===== config.mk =====
export PLATFORM = sky130hd
export DESIGN_NAME = lcd_9bit_serial_transmitter_top_flat
export DESIGN_NICKNAME = d
export VERILOG_FILES = /design/src/lcdser_pkg.sv /design/src/lcdser_in_if.sv /design/src/lcdser_out_if.sv /design/src/lcd_9bit_serial_transmitter_top.sv /design/src/lcdser_front.sv /design/src/lcdser_queue.sv /design/src/lcdser_back.sv /design/src/flat_wrapper.sv
export SDC_FILE = /design/constraint.sdc
export NUM_CORES = 1
export LEC_CHECK = 0
export BUFFER_PORTS_ARGS = -buffer_cell sky130_fd_sc_hd__buf_2
export CAP_MARGIN = 20
export CORE_ASPECT_RATIO = 0.8
export CORE_UTILIZATION = 35
export CTS_CLUSTER_DIAMETER = 100
export DETAILED_ROUTE_END_ITERATION = 8
export PLACE_DENSITY = 0.6
export SLEW_MARGIN = 20
export SYNTH_ARGS = -nofsm -noshare
export SYNTH_HDL_FRONTEND = slang
export SYNTH_SLANG_ARGS = --single-unit

===== constraint.sdc =====
create_clock -name clk -period 4.32 [get_ports clk]
set_clock_uncertainty 0.05 [all_clocks]
set_input_delay 0.432 -clock clk [delete_from_list [all_inputs] [get_ports clk]]
set_output_delay 0.432 -clock clk [all_outputs]
set_load 0.02 [all_outputs]

===== src/lcdser_pkg.sv =====
// Shared types and constants for the 9-bit serial display link transmitter.
package lcdser_pkg;

	// Item kinds as they arrive on the input channel.
	typedef enum logic [1:0] {
		KIND_CMD    = 2'd0,
		KIND_DATA   = 2'd1,
		KIND_PIXELS = 2'd2,
		KIND_DESEL  = 2'd3
	} kind_t;

	// Command/data flag sent as the first frame bit.
	localparam logic FLAG_CMD  = 1'b0;
	localparam logic FLAG_DATA = 1'b1;

	// A frame is the flag bit followed by eight data bits, two pin states per bit.
	localparam int FRAME_BITS   = 9;
	localparam int FRAME_STATES = 2 * FRAME_BITS;
	localparam int STEP_W       = $clog2(FRAME_STATES);
	localparam int BIT_IDX_W    = $clog2(FRAME_BITS);
	localparam logic [STEP_W-1:0] LAST_STEP = STEP_W'(FRAME_STATES - 1);

	// Remaining pixel frames after the first one has been queued.
	localparam int PEND_W = 2;
	localparam logic [PEND_W-1:0] PIXEL_FRAMES_LEFT = 2'd2;

	// Frame queue between the front and back parts.
	localparam int QUEUE_AW    = 2;
	localparam int QUEUE_DEPTH = 1 << QUEUE_AW;

	// One unit of work for the serializer: a 9-bit frame or a deselect state.
	typedef struct packed {
		logic       desel;
		logic       flag;
		logic [7:0] data;
		logic       last;
	} frame_t;

endpackage


===== src/lcdser_in_if.sv =====
// Input channel carrying one transmit request per item.
interface lcdser_in_if;
	logic        valid;
	logic        ready;
	logic [1:0]  kind;
	logic [7:0]  byte_value;
	logic [11:0] pixel_first;
	logic [11:0] pixel_second;

	modport source (output valid, kind, byte_value, pixel_first, pixel_second, input ready);
	modport sink (input valid, kind, byte_value, pixel_first, pixel_second, output ready);
endinterface


===== src/lcdser_out_if.sv =====
// Output channel carrying one pin state per item.
interface lcdser_out_if;
	logic valid;
	logic ready;
	logic reset_pin;
	logic chip_enable_pin;
	logic serial_data_pin;
	logic serial_clock_pin;
	logic last;

	modport source (output valid, reset_pin, chip_enable_pin, serial_data_pin,
		serial_clock_pin, last, input ready);
	modport sink (input valid, reset_pin, chip_enable_pin, serial_data_pin,
		serial_clock_pin, last, output ready);
endinterface


===== src/lcd_9bit_serial_transmitter_top.sv =====
// With the serializer idle, the first pin state of a request is written into the frame queue
// at the edge that accepts it and from there into the output register.
// The serializer gives one pin state per cycle while the output is taken, so a command or
// data byte is 18 pin states, a pixel pair 54 and a deselect 1. Requests are accepted while
// earlier ones serialize, as long as the frame queue has room and no pixel frames wait.
// Reset empties the frame queue, clears the serializer and drops the output valid.
module lcd_9bit_serial_transmitter_top (
	input  logic          clk,
	input  logic          arst_n,
	lcdser_in_if.sink     item,
	lcdser_out_if.source  pins
);
	import lcdser_pkg::*;

	logic   push_valid;
	logic   push_ready;
	frame_t push_frame;
	logic   q_valid;
	logic   q_pop;
	frame_t q_frame;

	// Request intake and frame split.
	lcdser_front u_front (
		.clk        (clk),
		.arst_n     (arst_n),
		.item       (item),
		.push_valid (push_valid),
		.push_ready (push_ready),
		.push_frame (push_frame)
	);

	// Frame queue.
	lcdser_queue u_queue (
		.clk        (clk),
		.arst_n     (arst_n),
		.push_valid (push_valid),
		.push_ready (push_ready),
		.push_frame (push_frame),
		.pop_valid  (q_valid),
		.pop        (q_pop),
		.pop_frame  (q_frame)
	);

	// Pin state serializer.
	lcdser_back u_back (
		.clk     (clk),
		.arst_n  (arst_n),
		.q_valid (q_valid),
		.q_pop   (q_pop),
		.q_frame (q_frame),
		.pins    (pins)
	);
endmodule


===== src/lcdser_front.sv =====
// Front part: accepts requests and splits them into frames for the queue.
module lcdser_front (
	input  logic                clk,
	input  logic                arst_n,
	lcdser_in_if.sink           item,
	output logic                push_valid,
	input  logic                push_ready,
	output lcdser_pkg::frame_t  push_frame
);
	import lcdser_pkg::*;

	logic [PEND_W-1:0] pend_cnt_q;
	logic [7:0]        pend_b1_q;
	logic [7:0]        pend_b2_q;
	logic              accept;

	// New requests are taken only when no pixel frames are still waiting.
	assign item.ready = (pend_cnt_q == '0) && push_ready;
	assign accept     = item.valid && item.ready;

	// Frame offered to the queue: a waiting pixel byte first, else the new request.
	always_comb begin
		push_frame = '0;
		if (pend_cnt_q != '0) begin
			push_valid       = 1'b1;
			push_frame.flag  = FLAG_DATA;
			push_frame.data  = pend_b1_q;
			push_frame.last  = (pend_cnt_q == PEND_W'(1));
		end else begin
			push_valid = item.valid;
			unique case (kind_t'(item.kind))
				KIND_CMD: begin
					push_frame.flag = FLAG_CMD;
					push_frame.data = item.byte_value;
					push_frame.last = 1'b1;
				end
				KIND_DATA: begin
					push_frame.flag = FLAG_DATA;
					push_frame.data = item.byte_value;
					push_frame.last = 1'b1;
				end
				KIND_PIXELS: begin
					push_frame.flag = FLAG_DATA;
					push_frame.data = item.pixel_first[11:4];
				end
				KIND_DESEL: begin
					push_frame.desel = 1'b1;
					push_frame.last  = 1'b1;
				end
				default: begin
					push_frame.desel = 1'b1;
					push_frame.last  = 1'b1;
				end
			endcase
		end
	end

	// Count of pixel frames still to queue.
	always_ff @(posedge clk or negedge arst_n) begin
		if (!arst_n) begin
			pend_cnt_q <= '0;
		end else if (pend_cnt_q != '0) begin
			if (push_ready) begin
				pend_cnt_q <= pend_cnt_q - PEND_W'(1);
			end
		end else if (accept && (kind_t'(item.kind) == KIND_PIXELS)) begin
			pend_cnt_q <= PIXEL_FRAMES_LEFT;
		end
	end

	// Second and third pixel bytes, shifted forward as each one is queued.
	always_ff @(posedge clk) begin
		if (pend_cnt_q != '0) begin
			if (push_ready) begin
				pend_b1_q <= pend_b2_q;
			end
		end else if (accept) begin
			pend_b1_q <= {item.pixel_first[3:0], item.pixel_second[11:8]};
			pend_b2_q <= item.pixel_second[7:0];
		end
	end

	// While pixel frames wait, no new request may be taken.
	assert property (@(posedge clk) disable iff (!arst_n)
		(pend_cnt_q != '0) |-> !item.ready)
		else $error("request accepted while pixel frames are pending");

	// A pixel request always leaves exactly two frames pending.
	assert property (@(posedge clk) disable iff (!arst_n)
		(accept && (kind_t'(item.kind) == KIND_PIXELS)) |=> (pend_cnt_q == PIXEL_FRAMES_LEFT))
		else $error("pixel request did not schedule its remaining frames");
endmodule


===== src/lcdser_queue.sv =====
// Short frame queue between the front and back parts.
module lcdser_queue (
	input  logic                clk,
	input  logic                arst_n,
	input  logic                push_valid,
	output logic                push_ready,
	input  lcdser_pkg::frame_t  push_frame,
	output logic                pop_valid,
	input  logic                pop,
	output lcdser_pkg::frame_t  pop_frame
);
	import lcdser_pkg::*;

	frame_t              slot_q [QUEUE_DEPTH];
	logic [QUEUE_AW-1:0] wr_ptr_q;
	logic [QUEUE_AW-1:0] rd_ptr_q;
	logic [QUEUE_AW:0]   count_q;
	logic                do_push;
	logic                do_pop;

	assign push_ready = (count_q != (QUEUE_AW + 1)'(QUEUE_DEPTH));
	assign pop_valid  = (count_q != '0);
	assign pop_frame  = slot_q[rd_ptr_q];
	assign do_push    = push_valid && push_ready;
	assign do_pop     = pop && pop_valid;

	// Pointers and fill count.
	always_ff @(posedge clk or negedge arst_n) begin
		if (!arst_n) begin
			wr_ptr_q <= '0;
			rd_ptr_q <= '0;
			count_q  <= '0;
		end else begin
			if (do_push) begin
				wr_ptr_q <= wr_ptr_q + QUEUE_AW'(1);
			end
			if (do_pop) begin
				rd_ptr_q <= rd_ptr_q + QUEUE_AW'(1);
			end
			if (do_push && !do_pop) begin
				count_q <= count_q + (QUEUE_AW + 1)'(1);
			end else if (do_pop && !do_push) begin
				count_q <= count_q - (QUEUE_AW + 1)'(1);
			end
		end
	end

	// Frame storage.
	always_ff @(posedge clk) begin
		if (do_push) begin
			slot_q[wr_ptr_q] <= push_frame;
		end
	end

	// The fill count never passes the depth.
	assert property (@(posedge clk) disable iff (!arst_n)
		count_q <= (QUEUE_AW + 1)'(QUEUE_DEPTH))
		else $error("frame queue overflow");

	// The count follows the pointer difference.
	assert property (@(posedge clk) disable iff (!arst_n)
		QUEUE_AW'(wr_ptr_q - rd_ptr_q) == count_q[QUEUE_AW-1:0])
		else $error("frame queue pointers disagree with count");
endmodule


===== src/lcdser_back.sv =====
// Back part: serializes queued frames into one pin state per cycle while the output is taken.
module lcdser_back (
	input  logic                clk,
	input  logic                arst_n,
	input  logic                q_valid,
	output logic                q_pop,
	input  lcdser_pkg::frame_t  q_frame,
	lcdser_out_if.source        pins
);
	import lcdser_pkg::*;

	logic                 active_q;
	frame_t               frame_q;
	logic [STEP_W-1:0]    step_q;
	logic                 out_valid_q;
	logic                 ce_q;
	logic                 sd_q;
	logic                 sck_q;
	logic                 last_q;

	logic                 adv;
	logic                 have_frame;
	frame_t               cur;
	logic [STEP_W-1:0]    cur_step;
	logic [FRAME_BITS-1:0] word;
	logic [BIT_IDX_W-1:0] bit_idx;
	logic                 frame_end;

	// The output register advances when empty or when its state is taken.
	assign adv        = !out_valid_q || pins.ready;
	assign have_frame = active_q || q_valid;
	assign cur        = active_q ? frame_q : q_frame;
	assign cur_step   = active_q ? step_q : '0;
	assign q_pop      = adv && !active_q && q_valid;

	// Select the frame bit for this step; two steps per bit, MSB first.
	assign word      = {cur.flag, cur.data};
	assign bit_idx   = BIT_IDX_W'(FRAME_BITS - 1) - BIT_IDX_W'(cur_step[STEP_W-1:1]);
	assign frame_end = cur.desel || (cur_step == LAST_STEP);

	// Serializer progress through the current frame.
	always_ff @(posedge clk or negedge arst_n) begin
		if (!arst_n) begin
			active_q    <= 1'b0;
			out_valid_q <= 1'b0;
		end else if (adv) begin
			out_valid_q <= have_frame;
			if (have_frame) begin
				active_q <= !frame_end;
			end
		end
	end

	// Frame copy, step count and output pin state.
	always_ff @(posedge clk) begin
		if (adv && have_frame) begin
			frame_q <= cur;
			step_q  <= cur_step + STEP_W'(1);
			if (cur.desel) begin
				ce_q  <= 1'b1;
				sd_q  <= 1'b0;
				sck_q <= 1'b1;
				last_q <= cur.last;
			end else begin
				ce_q  <= 1'b0;
				sd_q  <= word[bit_idx];
				sck_q <= cur_step[0];
				last_q <= cur.last && (cur_step == LAST_STEP);
			end
		end
	end

	assign pins.valid            = out_valid_q;
	assign pins.reset_pin        = 1'b1;
	assign pins.chip_enable_pin  = ce_q;
	assign pins.serial_data_pin  = sd_q;
	assign pins.serial_clock_pin = sck_q;
	assign pins.last             = last_q;

	// A deselect state always ends its request with the clock high.
	assert property (@(posedge clk) disable iff (!arst_n)
		(out_valid_q && ce_q) |-> (last_q && sck_q && !sd_q))
		else $error("deselect state malformed");

	// A frame only ends its request on a clock-high state.
	assert property (@(posedge clk) disable iff (!arst_n)
		(out_valid_q && last_q) |-> sck_q)
		else $error("request ended on a clock-low state");
endmodule


===== src/flat_wrapper.sv =====
// flat-port wrapper written by rule: the top's interface ports become plain ports
module lcd_9bit_serial_transmitter_top_flat import lcdser_pkg::*;
  (clk, arst_n, item_valid, item_kind, item_byte_value, item_pixel_first, item_pixel_second, item_ready, pins_valid, pins_reset_pin, pins_chip_enable_pin, pins_serial_data_pin, pins_serial_clock_pin, pins_last, pins_ready);
  lcdser_in_if item_i ();
  lcdser_out_if pins_i ();
  input  logic clk;
  input  logic arst_n;
  input wire logic [$bits(item_i.valid)-1:0] item_valid;
  input wire logic [$bits(item_i.kind)-1:0] item_kind;
  input wire logic [$bits(item_i.byte_value)-1:0] item_byte_value;
  input wire logic [$bits(item_i.pixel_first)-1:0] item_pixel_first;
  input wire logic [$bits(item_i.pixel_second)-1:0] item_pixel_second;
  output wire logic [$bits(item_i.ready)-1:0] item_ready;
  output wire logic [$bits(pins_i.valid)-1:0] pins_valid;
  output wire logic [$bits(pins_i.reset_pin)-1:0] pins_reset_pin;
  output wire logic [$bits(pins_i.chip_enable_pin)-1:0] pins_chip_enable_pin;
  output wire logic [$bits(pins_i.serial_data_pin)-1:0] pins_serial_data_pin;
  output wire logic [$bits(pins_i.serial_clock_pin)-1:0] pins_serial_clock_pin;
  output wire logic [$bits(pins_i.last)-1:0] pins_last;
  input wire logic [$bits(pins_i.ready)-1:0] pins_ready;
  assign item_i.valid = item_valid;
  assign item_i.kind = item_kind;
  assign item_i.byte_value = item_byte_value;
  assign item_i.pixel_first = item_pixel_first;
  assign item_i.pixel_second = item_pixel_second;
  assign item_ready = item_i.ready;
  assign pins_valid = pins_i.valid;
  assign pins_reset_pin = pins_i.reset_pin;
  assign pins_chip_enable_pin = pins_i.chip_enable_pin;
  assign pins_serial_data_pin = pins_i.serial_data_pin;
  assign pins_serial_clock_pin = pins_i.serial_clock_pin;
  assign pins_last = pins_i.last;
  assign pins_i.ready = pins_ready;
  lcd_9bit_serial_transmitter_top u_core (.clk(clk), .arst_n(arst_n), .item(item_i), .pins(pins_i));
endmodule

==> Word-level counts from Yosys, hierarchy flattened <==
Memory sizes are Yosys's and may differ from the RTL's.
Index checks and enable logic that the tools add are counted.
{ "classes": {"n_addsub": 7, "mul": 0, "n_div": 0, "order_cmp": 1, "n_eq_ne": 7, "shift": 0, "muxes": 22, "n_bitwise": 1, "reduce_logical": 31} }
{ "op_table": {"columns": ["cell", "n"], "rows": [
  ["one-hot mux 9 bit (3 select lines)", 1],
  ["two-way mux 8 bit", 3],
  ["logical AND 1 bit", 11],
  ["two-way mux 11 bit", 1],
  ["two-way mux 10 bit", 1],
  ["two-way mux 1 bit", 9],
  ["AND reduction 2 bit", 4],
  ["nonzero test 2 bit", 4],
  ["two-way mux 2 bit", 3],
  ["two-way mux 3 bit", 2],
  ["adder 5 x 1 -> 5 bit (second input constant)", 1],
  ["equality test 5 bit (second input constant)", 1],
  ["zero test 1 bit", 5],
  ["less-than comparator 4 x 5 -> 1 bit (second input constant)", 1],
  ["two-way mux 5 bit", 1],
  ["adder 2 x 1 -> 2 bit (second input constant)", 2],
  ["binary-select mux 1 bit (select 4 bit)", 1],
  ["equality test 2 x 1 -> 1 bit (second input constant)", 2],
  ["equality test 2 bit (second input constant)", 2],
  ["zero test 2 bit", 2],
  ["subtractor 4 bit (first input constant)", 1],
  ["adder 3 x 1 -> 3 bit (second input constant)", 1],
  ["logical OR 1 bit", 3],
  ["inequality test 3 bit (second input constant)", 1],
  ["other kinds (6)", 6]
]} }
{ "totals": {"reg_bits": 47, "latch_bits": 0, "ramBits": 44, "mem_bits_ro": 0, "out_inout_bits": 7, "word_cells": 87, "n_memories": 1} }
{ "memory_table": {"columns": ["memory", "depth", "width", "rd", "rd_ports_with_merged_regs", "wr", "line", "text"], "rows": [
  ["u_core.u_queue.slot_q", 4, 11, 1, 0, 1, "lcdser_queue.sv:14", "frame_t slot_q [QUEUE_DEPTH];"]
]} }

==> Logic depth before layout (Yosys ltp) <==
{ "depth": {"word_depth": 8, "mapped_depth": 11, "ltp_nobuf": 10} }

==> By module <==
Synthesis repeated with hierarchy kept, for this count alone.
{ "hier_totals": {"cells_unflattened": 244, "hier_area_um2": 4095.2} }
{ "by_module_without_submodules": {"columns": ["mod", "instances", "cells_per_inst", "area_each_um2", "seq_area_each_um2"], "rows": [
  ["lcdser_queue", 1, 92, 2008.2, 1496.4],
  ["lcdser_back", 1, 80, 1082.3, 620.6],
  ["lcdser_front", 1, 72, 1004.7, 530.5]
]} }

==> Least setup slack after synthesis <==
OpenSTA, ideal clock, no wires.
{ "synth_path": {"path_type": "register to register", "start": "reg u_core.u_back.active_q", "end": "reg u_core.u_back.sd_q, in the netlist u_core.u_back.pins.serial_data_pin, data pin", "setup_time_ps": 256, "arrival_ps": 1966, "required_ps": 4014, "setup_slack_ps": 2048, "stages_incl_launch_ff": 10, "path_buffers": 2, "path_cell_list": "dfrtp_1 buf_6 clkbuf_1 nand2_1 ha_1 nand3b_1 a21o_2 a32oi_1 o21ai_1 a22o_1"} }
{ "synth_between": {"elab_chain_len": 4, "word_cells_on_any_way": 5, "classes_between": "1 x add/sub; 4 x mux"} }
{ "synth_rtl": {"columns": ["element", "line", "text"], "rows": [
  ["start, declared", "lcdser_back.sv:12", "logic active_q;"],
  ["start signal, assigned", "lcdser_back.sv:49", "active_q <= !frame_end;"],
  ["two-way mux 5 bit", "lcdser_back.sv:33", "assign cur_step = active_q ? step_q : '0;"],
  ["subtractor 4 bit", "lcdser_back.sv:38", "assign bit_idx = BIT_IDX_W'(FRAME_BITS - 1) - BIT_IDX_W'(cur_step[STEP_W-1:1]);"],
  ["binary-select mux 1 bit (select 4 bit)", "lcdser_back.sv:66", "sd_q <= word[bit_idx];"],
  ["two-way mux 1 bit (not written as such)", "lcdser_back.sv:66", null],
  ["end signal, assigned", "lcdser_back.sv:66", null],
  ["end, declared", "lcdser_back.sv:17", "logic sd_q;"]
]} }
Parallel ways exist; a longest one is shown, timed or not. The select of a mux whose other input is x is not followed.
A chain may end at the register's enable or synchronous reset.

==> Final worst setup path <==
{ "layout_path": {"start": "reg u_core.u_back.active_q", "end": "reg u_core.u_queue.count_q[2]"} }
{ "layout_between": {"elab_chain_len": 7, "word_cells_on_any_way": 9, "classes_between": "1 x mux; 8 x reduce/logical"} }
{ "layout_rtl": {"columns": ["element", "line", "text"], "rows": [
  ["zero test 1 bit *", "lcdser_back.sv:34", "assign q_pop = adv && !active_q && q_valid;"],
  ["logical AND 1 bit * (2 in a row)", "lcdser_back.sv:34", null],
  ["logical AND 1 bit *", "lcdser_queue.sv:25", "assign do_pop = pop && pop_valid;"],
  ["zero test 1 bit", "lcdser_queue.sv:40", "if (do_push && !do_pop) begin"],
  ["logical AND 1 bit", "lcdser_queue.sv:40", null],
  ["two-way mux 3 bit / nonzero test 2 bit (equally long branches)", null, null],
  ["end signal, assigned", "lcdser_queue.sv:41", "count_q <= count_q + (QUEUE_AW + 1)'(1);"],
  ["end signal, assigned", "lcdser_queue.sv:43", "count_q <= count_q - (QUEUE_AW + 1)'(1);"],
  ["end, declared", "lcdser_queue.sv:17", "logic [QUEUE_AW:0] count_q;"]
]} }
Mark *: on every way between the ends. The rest lies on a longest branch, timed or not.

==> impl_metrics.toml <==
[pwr]
power_switching_w = 0.00131
cellLeakagePower_nw = 1.91
p_comb_share_pct = 34.5
p_per_area_nw_per_um2 = 785
seq_power_share_pct = 46.6
p_int_w = 0.00246
ir_worst_vdd_v = 0.000370
p_sw_share_pct = 34.7
p_clk_share_pct = 18.9

[finish]
final_common_cell = "edfxtp_1"
post-route-util_pct = 41.3
layout_common_cells = "79 x edfxtp_1, 43 x buf_2, 37 x nand2_1"
drive_gt1_share_pct = 23.5
area_growth_pct = 13.9
n_antenna_cell = 0
fin_nets = 395

[worst_setup_path]
worstPathArrival_ns = 2.96
critPathMaxFanout = 24
critPathRequiredTime_ns = 4.53
critPathSlowestCell = "dfrtp_1"
cpPeakStageDelay_ns = 0.80
cp_common_cell = "inv_1"
r2r_cells = 9
cp-end-kind = "flop"
worstSetupPathType = "flop to flop"
cp-start-kind = "flop"
cp_cell_sequence = "inv_1 > and2_1 > inv_1 > ha_1 > inv_1 > fa_1 > xor2_1 > nor2_1 > xor2_1"
reg2reg_to = "u_core.u_queue.count_q[2]"
worstReg2RegStart = "u_core.u_back.active_q"
r2r_slack_ns = 1.57

[placement]
dp_slack_ns = 1.57
hpwl_um = 5080
place_congestion = 0.760
port_buffers = 43

[logic_synthesis]
syn-cell-area_sq_um = 4210
ys_types = 51
syn_avg_cell_area_sq_um = 14.0
seq_area_frac_synth_pct = 62.8
synth_seq_cells = 90
yosysWarnings = 0
syn-num-nets = 355
synth.area.top_cells = "edfxtp_1 56%, dfrtp_1 6.5%, ha_1 4.8%"
synth_edf_count = 79
yosysTopAreaCell = "edfxtp_1"
synth_flop_cell = "edfxtp_1"
synth_cells = 300
synth_top_area_share_pct = 56.3
async_flop_share_pct = 12.2

[drt]
drt_first_iter_violations = 194
drc = 0
firstDrtPassIters = 4
wl_per_cell_um = 14.7
ant_nets = 0
vias = 2369
drt-total-wl_um = 7220
viasPerCell = 4.82

[timing]
setup_viol = 0
setup_slack_ns = 1.57
slew_headroom_pct = 30.3
hold_viol = 0
period_minus_slack_ns = 2.75
fin_hold_ws_ns = 0.212
worst_slew_pin_slew_ns = 1.05
report.final.slew_viol_count = 0
grt_setup_unrepaired = "false"
final.setup.tns_ns = 0
post-route-period-util_pct = 63.6
fmax_mhz = 364

[cts]
cts_buffers = 9
clk_pin_slew_ns = 0.07
cts_tree = "yes"
clock_latency_ns = 0.34
clkSinkCount = 90
clockBufferDepth = 2
cts-root-buf = "clkbuf_16"
cts_resized = 0
htree_num_levels = 3

[min_path]
hold_end = "u_core.u_front.pend_b2_q[5]"
hp-start = "item_pixel_second[5]"
hold_path_class = "primary input to flop"
hold_depth = 1

[global_routing]
grt_max_degree = 26
grt_antenna_before_repair = 0
grt_pass1_wl_um = 11800
grt.overflow.total = 0
grt_pass1_vias = 2361
grt_usage_pct = 12.5

[run]
maxCapViolCount = 0

[floorplanning]
core-area_sq_um = 11600
die_w_um = 125
dieArea_sq_um = 12500
start_util_pct = 36.3
num_rows = 35
io_pins = 45
die_h_um = 100

[status]
status = "complete, no violations"
cell type report:
type	instances	area [sq um]
fill	1062	6810
tap	148	185
sequential	90	2650
multi-input combinational	169	1370
inverter	25	93.8
clock buffer	10	229
clock inverter	5	38.8
timing repair buffer	45	233
worst max-delay path: cells and delay by family, from the launching register on:
family / cells / cell delay (ns)
xor+xnor: 2 / 0.30
fa+ha+maj: 2 / 0.54
buf+inv: 3 / 0.57
flops: 1 / 0.80
simple gates: 2 / 0.41
synthesized netlist by cell type, types with 4 or more instances:
library cell	instances
ha_1	16
dfrtp_1	11
a22oi_1	8
xor2_1	6
nand2_1	37
a21oi_1	6
inv_1	25
xnor2_1	5
and2_1	8
mux2i_1	5
mux4_1	7
mux2_2	10
o21ai_0	5
o22ai_1	9
nand2b_1	4
clkbuf_1	7
edfxtp_1	79
nor2_1	8
state kept, by name (all words and copies together), names as in the netlist:
register and cells:
u_core.u_front.pend_b1_q 8, u_core.u_queue.count_q 3, u_core.u_back.pins.serial_data_pin 1, u_core.u_back.frame_q 11
u_core.u_back.pins.valid 1, u_core.u_queue.rd_ptr_q 2, u_core.u_back.active_q 1, u_core.u_back.step_q 5
u_core.u_front.pend_b2_q 8, u_core.u_queue.wr_ptr_q 2, u_core.u_front.pend_cnt_q 2, u_core.u_back.pins.serial_clock_pin 1
u_core.u_queue.slot_q 44, u_core.u_back.pins.last 1
power by group through the flow:
stage / Sequential [W] / Clock [W] / Combinational, W
after floorplan: 0.00165 / 0 / 0.00112
after global placement: 0.00176 / 0 / 0.00127
after detailed placement: 0.00178 / 0 / 0.00131
after CTS: 0.00176 / 0.000735 / 0.00132
after global routing: 0.00180 / 0.000767 / 0.00146
final: 0.00176 / 0.000712 / 0.00130
how the worst max path moves through the flow:
stage	cells past startpoint	to	slack [ns]	from
3_5_place_dp	9	u_core.u_queue.count_q[2]	1.57	u_core.u_back.active_q
5_1_grt	9	u_core.u_queue.count_q[2]	1.33	u_core.u_back.active_q
2_1_floorplan	9	u_core.u_back.pins.serial_data_pin	2.05	u_core.u_back.active_q
3_3_place_gp	9	u_core.u_queue.count_q[2]	1.67	u_core.u_back.active_q
6_report	9	u_core.u_queue.count_q[2]	1.57	u_core.u_back.active_q
4_1_cts	9	u_core.u_queue.count_q[2]	1.57	u_core.u_back.active_q
layer usage:
metal  track usage, %  vias to the layer above  wire length, um
li1                 -                     1173                -
met1             17.0                     1129             3670
met2             18.8                       60             3100
met3             4.53                        7              390
met4             3.61                        0               59
met5                0                        -                0
kinds of logic (layout without fill, tap and decap cells):
| group | after synthesis | in the layout | synth area share (%) |
|---|---|---|---|
| muxes | 24 | 24 | 9.30 |
| AOI/OAI and AO/OA | 43 | 43 | 7.16 |
| and+or+nand+nor | 73 | 73 | 8.38 |
| xor gates and xnor gates | 11 | 11 | 2.29 |
| other | 1 | 1 | 0.0890 |
| adders and majority gates | 17 | 17 | 5.23 |
| DFF | 90 | 90 | 62.8 |
| buffers and inverters | 41 | 85 | 4.72 |
what timing repair did:
| item | in CTS | in global routing |
|---|---|---|
| hold buffers | 1 | 0 |
| buffers inserted | 0 | 0 |
| hold endpoints to repair | 11 | 0 |
per-stage QoR:
stage / power [W] / std cells / cell area, sq um
final: 0.00377 / 492 / 4800
after global placement: 0.00303 / 476 / 4520
after floorplan: 0.00277 / 300 / 4210
after CTS: 0.00381 / 492 / 4800
after detailed placement: 0.00309 / 476 / 4520
after global routing: 0.00403 / 492 / 4800
No activity file was read; power rests on OpenSTA's default activity.
